**config.mk**
```make
export PLATFORM = sky130hd
export DESIGN_NAME = bsa_pick
export DESIGN_NICKNAME = d
export VERILOG_FILES = /design/src/rtl/bsa_pkg.sv /design/src/rtl/bsa_pick.sv
export SDC_FILE = /design/constraint.sdc
export NUM_CORES = 1
export LEC_CHECK = 0
export ABC_AREA = 1
export BUFFER_PORTS_ARGS = -buffer_cell sky130_fd_sc_hd__buf_4
export CAP_MARGIN = 20
export CORE_MARGIN = 2
export CORE_UTILIZATION = 35
export DETAILED_ROUTE_END_ITERATION = 8
export SETUP_SLACK_MARGIN = 0.15
export SLEW_MARGIN = 0
export SYNTH_ARGS = -nofsm -noshare
export SYNTH_HDL_FRONTEND = slang
export SYNTH_SLANG_ARGS = --single-unit
export TNS_END_PERCENT = 5
```
**constraint.sdc**
```tcl
create_clock -name vclk -period 3.71
set_clock_uncertainty 0.15 [all_clocks]
set_input_delay 0.1855 -clock vclk [all_inputs]
set_output_delay 0.1855 -clock vclk [all_outputs]
set_load 0.05 [all_outputs]
```
**src/rtl/bsa_pkg.sv**
```systemverilog
// ----------------------------------------------------------------------------
// bsa_pkg
// Shared widths, codes and types of the sector allocator.
// ----------------------------------------------------------------------------
package bsa_pkg;

  localparam int TRK_W      = 8;
  localparam int SEC_W      = 8;
  localparam int SECT_W     = 5;
  localparam int CNT_W      = 8;
  localparam int LBM_W      = 24;
  localparam int STAT_W     = 3;
  localparam int FUNC_W     = 2;
  localparam int NTRK_W     = 7;
  localparam int MCNT_W     = 2;
  localparam int CFG_IDX_W  = 3;
  localparam int CFG_DATA_W = 8;

  typedef enum logic [FUNC_W-1:0] {
    FN_ALLOC = 2'd0,
    FN_FREE  = 2'd1,
    FN_LOAD  = 2'd2
  } func_t;

  typedef enum logic [STAT_W-1:0] {
    ST_ALLOC    = 3'd0,
    ST_FULL     = 3'd1,
    ST_FREED    = 3'd2,
    ST_IGNORED  = 3'd3,
    ST_LOADED   = 3'd4,
    ST_REJECTED = 3'd5
  } status_t;

  typedef enum logic [CFG_IDX_W-1:0] {
    CFG_NUM_TRACKS = 3'd0,
    CFG_DIR_TRACK  = 3'd1,
    CFG_DIR_SECTOR = 3'd2,
    CFG_MAP_COUNT  = 3'd3,
    CFG_MAP0_TRACK = 3'd4,
    CFG_MAP0_SEC   = 3'd5,
    CFG_MAP1_TRACK = 3'd6,
    CFG_MAP1_SEC   = 3'd7
  } cfg_idx_t;

  typedef struct packed {
    logic [TRK_W-1:0] dir_trk;
    logic [SEC_W-1:0] dir_sec;
    logic             map0_en;
    logic [TRK_W-1:0] map0_trk;
    logic [SEC_W-1:0] map0_sec;
    logic             map1_en;
    logic [TRK_W-1:0] map1_trk;
    logic [SEC_W-1:0] map1_sec;
  } excl_t;

endpackage

```
**src/rtl/bsa_pick.sv**
```systemverilog
// ----------------------------------------------------------------------------
// bsa_pick
// Exclusion mask of one track and lowest free, allocatable sector.
// ----------------------------------------------------------------------------
module bsa_pick import bsa_pkg::*; #(
  parameter int BITS = 24
) (
  input  logic [TRK_W-1:0]  trk,
  input  logic [SECT_W-1:0] sectors,
  input  logic [BITS-1:0]   bits,
  input  excl_t             excl,
  output logic [BITS-1:0]   excl_mask,
  output logic              found,
  output logic [BITS-1:0]   pick_oh,
  output logic [SECT_W-1:0] pick_sec
);

  logic [BITS-1:0] below;
  logic [BITS-1:0] avail;

  always_comb begin
    for (int s = 0; s < BITS; s++) begin
      excl_mask[s] = (excl.dir_trk == trk && excl.dir_sec == SEC_W'(s)) ||
                     (excl.map0_en && excl.map0_trk == trk && excl.map0_sec == SEC_W'(s)) ||
                     (excl.map1_en && excl.map1_trk == trk && excl.map1_sec == SEC_W'(s));
      below[s]     = (SECT_W'(s) < sectors);
    end
  end

  assign avail   = bits & below & ~excl_mask;
  assign found   = |avail;
  assign pick_oh = avail & (~avail + BITS'(1));

  always_comb begin
    pick_sec = '0;
    for (int s = 0; s < BITS; s++) begin
      if (pick_oh[s]) begin
        pick_sec = pick_sec | SECT_W'(s);
      end
    end
  end

endmodule

```
== Yosys cells after proc, flatten, opt, wreduce, memory -nomap -nowiden ==
Cells that the tools add are included.
Storage, ports and cells
  register bits: 0
  input bits: 87
  output and inout port bits: 54
  word-level logic and storage cells: 251
Cells by class
  $add $sub $neg: 1
  magnitude comparators: 24
  equality and inequality tests: 72
  mux-type cells: 23
  bitwise logic cells: 5
  reduce and logical (&&, ||, !) cells: 126
Operator list (count)
  $eq 8x4->1 const B: 24
  $eq 8x5->1 const B: 24
  $eq 8x3->1 const B: 12
  $logic_and 1x1->1: 74
  $and 24x24->24: 3
  $eq 8x2->1 const B: 6
  $logic_or 1x1->1: 48
  $not 24->24: 2
  $lt 4x5->1 const A: 8
  $lt 5x5->1 const A: 8
  $mux 5: 8
  $mux 4: 8
  $add 24x1->24 const B: 1
  $eq 8x1->1 const B: 3
  $eq 8x8->1: 3
  $logic_not 8->1: 3
  $reduce_or 24->1: 1
  $lt 3x5->1 const A: 4
  $mux 3: 4
  $lt 1x5->1 const A: 2
  $lt 2x5->1 const A: 2
  $mux 2: 2
  $mux 1: 1

== Longest topological paths before layout ==
  word-level depth: 33
  mapped depth: 18
  mapped depth without buffers: 17

== Least setup slack after synthesis ==
OpenSTA, ideal clock, no wires.
  path type: input to output
  start: input sectors[3]
  end: output pick_sec[0]
  data arrival time: 2.593 ns
  required time: 3.374 ns
  slack: 0.782 ns
  cell stages on the path: 14
  buffers on the path: 1
  path through: clkbuf_2 nor2_2 inv_1 nor2_1 nand2_1 nand2_1 inv_1 nand4_1 inv_1 nor2_1 nor2_1 nand3b_1 nor2_1 nand2_1
Between the ends
  longest elaborated chain between the ends: 29
  elaborated cells on any way between the ends: 52
  classes of those cells: add/sub: 1; order compare: 24; mux: 23; bitwise: 4
Ends and longest elaborated chain
  start, declared: RTL line bsa_pick.sv:9  | input logic [SECT_W-1:0] sectors,
  $lt 1x5->1: RTL line bsa_pick.sv:26  | below[s] = (SECT_W'(s) < sectors);
  $and 24x24->24 * (2 in a row): RTL line bsa_pick.sv:30  | assign avail = bits & below & ~excl_mask;
  $not 24->24: RTL line bsa_pick.sv:32  | assign pick_oh = avail & (~avail + BITS'(1));
  $add 24x1->24: RTL line bsa_pick.sv:32
  $and 24x24->24 *: RTL line bsa_pick.sv:32
  named net pick_oh[1]: RTL line bsa_pick.sv:14  | output logic [BITS-1:0] pick_oh,
  $mux 1 *: RTL line bsa_pick.sv:37  | if (pick_oh[s]) begin
  $mux 2 * (2 in a row): RTL line bsa_pick.sv:37
  $mux 3 * (4 in a row): RTL line bsa_pick.sv:37
  $mux 4 * (8 in a row): RTL line bsa_pick.sv:37
  $mux 5 * (8 in a row): RTL line bsa_pick.sv:37
  end, declared: RTL line bsa_pick.sv:15  | output logic [SECT_W-1:0] pick_sec
Mark *: on every way through the listed nets, which the timed path passes. The rest lies on a longest branch.

== Final worst setup path ==
  start: input trk[5]
  end: output pick_sec[4]
Between the ends
  longest elaborated chain between the ends: 18
  elaborated cells on any way between the ends: 138
  classes of those cells: add/sub: 1; eq/ne: 3; mux: 8; bitwise: 4; reduce/logical: 122
Ends and longest elaborated chain
  start, declared: RTL line bsa_pick.sv:8  | input logic [TRK_W-1:0] trk,
  $eq 8x8->1: RTL line bsa_pick.sv:24  | (excl.map0_en && excl.map0_trk == trk && excl.map0_sec == SEC_W'(s)) ||
  $logic_and 1x1->1 (2 in a row): RTL line bsa_pick.sv:24
  $logic_or 1x1->1: RTL line bsa_pick.sv:23  | excl_mask[s] = (excl.dir_trk == trk && excl.dir_sec == SEC_W'(s)) ||
  $logic_or 1x1->1: RTL line bsa_pick.sv:24
  $not 24->24 *: RTL line bsa_pick.sv:30
  $and 24x24->24 *: RTL line bsa_pick.sv:30
  $not 24->24: RTL line bsa_pick.sv:32
  $add 24x1->24: RTL line bsa_pick.sv:32
  $and 24x24->24 *: RTL line bsa_pick.sv:32
  $mux 5 (7 in a row): RTL line bsa_pick.sv:37
  $mux 5 *: RTL line bsa_pick.sv:37
Every way passes the cells marked *; elsewhere a longest branch is shown, timed or not.

==> flow_summary.ini <==
[pwr]
switchingPower_w = 0.0002405
cellPowerDensity_nw_per_um2 = 83.01
internal_power_w = 0.0001336
vdd_drop_max_v = 0.00004725
pwr-share-clk = 0
p_sw_frac = 0.6428
p_leak_nw = 2.449
pwr-share-seq = 0
comb_power_share = 1.000

[final_layout]
regArea_um2 = 0
num_antenna_cells = 0
fin_area_um2 = 4507
area_delta_synth_final_pct = 33.46
final_cell_mix = nand2_1, buf_4, nor2_1
final_common_cell = nand2_1
seq_cells = 0
num-nets-final = 929
num-fill-cells = 1082
drive_above_1_share = 0.2333
clkbuf_count = 0

[worst_setup_path]
crit_path_start = trk[5]
slowest_stage = nor2_4
crit_path_end = pick_sec[4]
slowest_delay_ns = 0.48
endpoint_kind = primary output
crit_family = simple AND/OR/NAND/NOR gates
crit_chain = buf_4, inv_2, nand2_1, nand2_1, nor2_1, nand2_1, nor2_4, nand3_1, nand4_1, inv_1, nor2_4, nand2_2, nor2_4, nand2_1, o21ai_1, nor2_1, nand2_1, buf_4
critical_path_class = in -> out
critPathLaunchType = primary input
cp.depth = 18
critPathBufInv = 4
critical_path.max_fanout = 24
required_ns = 3.37
worstPathArrival_ns = 2.65
crit_path_frequent_cell = nand2_1

[clock_network]
ctsHoldBuffers = 0
post_cts_buffers = 0
cts_resized = 0

[logic_synthesis]
synth_cell_types = 32
synth_nets = 805
synth_top_area_frac = 0.2101
synth_top_area_cell = nand2_1
synth_area_leaders = nand2_1, nor2_1, nand3_1, inv_1, o221ai_1
yosys_warnings = 0
synthesis.area_um2 = 3377
yosysSeqAreaShare = 0
synth_cells = 718
synth.avg_cell_area_um2 = 4.703

[placed_design]
io_buffers = 141
place_area_um2 = 4507
dpl.hpwl_um = 13130
gp_congestion = 1.027

[global_route]
grtUsageTotal = 0.2975
overflow = 0
grt_pass1_vias = 4942
grt_pass1_wl_um = 24580
grt_max_degree = 26
antenna_found_initial = 0

[detailed_routing]
drc_errors = 0
via_count = 5164
vias_per_cell = 5.329
ant_nets = 0
wl_per_cell_um = 16.21
wl_met1_um = 6635
route.met3.wl_um = 1514
drtIter0Drc = 530
top_layer = met4
finalWirelength_um = 15700
wl_met2_um = 7258
dr.pass1.iters = 5

[sta]
fin_setup_tns_ns = 0
fmax_mhz = 335.1
rsz0062_at_grt = no
tightest_slew_ns = 0.6824
post-route-period-util = 0.8044
slew_headroom = 0.5434
min_period_ns = 2.984
finalSetupViolCount = 0
drv_slew = 0
hold_viol = 0

[die]
die_w_um = 102.2
die_y_um = 102.2
rows = 35
start_util = 0.3637
io_pins = 141
core-area_um2 = 9284
dieArea_um2 = 10450

[worst_hold_path]
hp-class = in -> out

[run_status]
status = complete, no violations

[job]
cap_viol_max_count = 0
## power by group through the flow
| stage | sequential [W] | combinational [W] | clock [W] |
|---|---|---|---|
| floorplan | 0 | 0.000213 | 0 |
| global placement | 0 | 0.000366 | 0 |
| detailed placement | 0 | 0.000367 | 0 |
| CTS | 0 | 0.000368 | 0 |
| global route | 0 | 0.000409 | 0 |
| finish | 0 | 0.000374 | 0 |
## layout make-up
type	count	area, µm²	area share
multi-input cells	569	2776	0.6160
repair buffers	147	1104	0.2449
inverters	124	465.4	0.1033
well taps	129	161.4	0.03581
## through the flow
stage	hold WS (ns)	power, W	setup slack [ns]	util	cells
6_report	0.8101	0.0003741	0.7257	0.4854	969
5_1_grt	0.8416	0.0004094	0.4371	0.4854	969
4_1_cts	0.8070	0.0003683	0.7549	0.4854	969
3_5_place_dp	0.8056	0.0003672	0.7574	0.4854	969
3_3_place_gp	0.8034	0.0003658	0.7696	0.4854	969
2_1_floorplan	0.6370	0.0002134	0.7820	-	718
## worst min-delay path by stage
stage	depth (start not counted)	startpoint	to	slack, ns
5_1_grt	5	excl[0]	excl_mask[12]	0.84
4_1_cts	5	excl[0]	excl_mask[8]	0.81
2_1_floorplan	4	bits[2]	pick_oh[2]	0.64
3_3_place_gp	5	excl[0]	excl_mask[8]	0.80
6_report	5	excl[0]	excl_mask[8]	0.81
3_5_place_dp	5	excl[0]	excl_mask[8]	0.81
## layer usage
layer	vias up	GRT usage
met4	0	0.06359
li1	2546	-
met5	-	0
met1	2322	0.4047
met2	268	0.4980
met3	28	0.04583
## cell families after synthesis
kind of cell	after synthesis	synth area share
AOI/OAI and AO/OA	43	0.09225
and+or+nand+nor	518	0.7092
buffers and inverters	149	0.1778
xor gates and xnor gates	8	0.02075
## cells in the mapped netlist (all sizes together)
cell type  number
nand2         198
nand4          29
o221ai         16
buf            13
nor3b           2
o21ai           8
a21oi           5
o211ai          9
xor2            2
inv           124
nor2          155
a31oi           1
or2             1
o211a           1
o31ai           1
nor3           21
nand3         107
nor4            1
xnor2           6
a21boi          2
nand3b          4
clkbuf         12
Power figures use the tool's default switching activity.
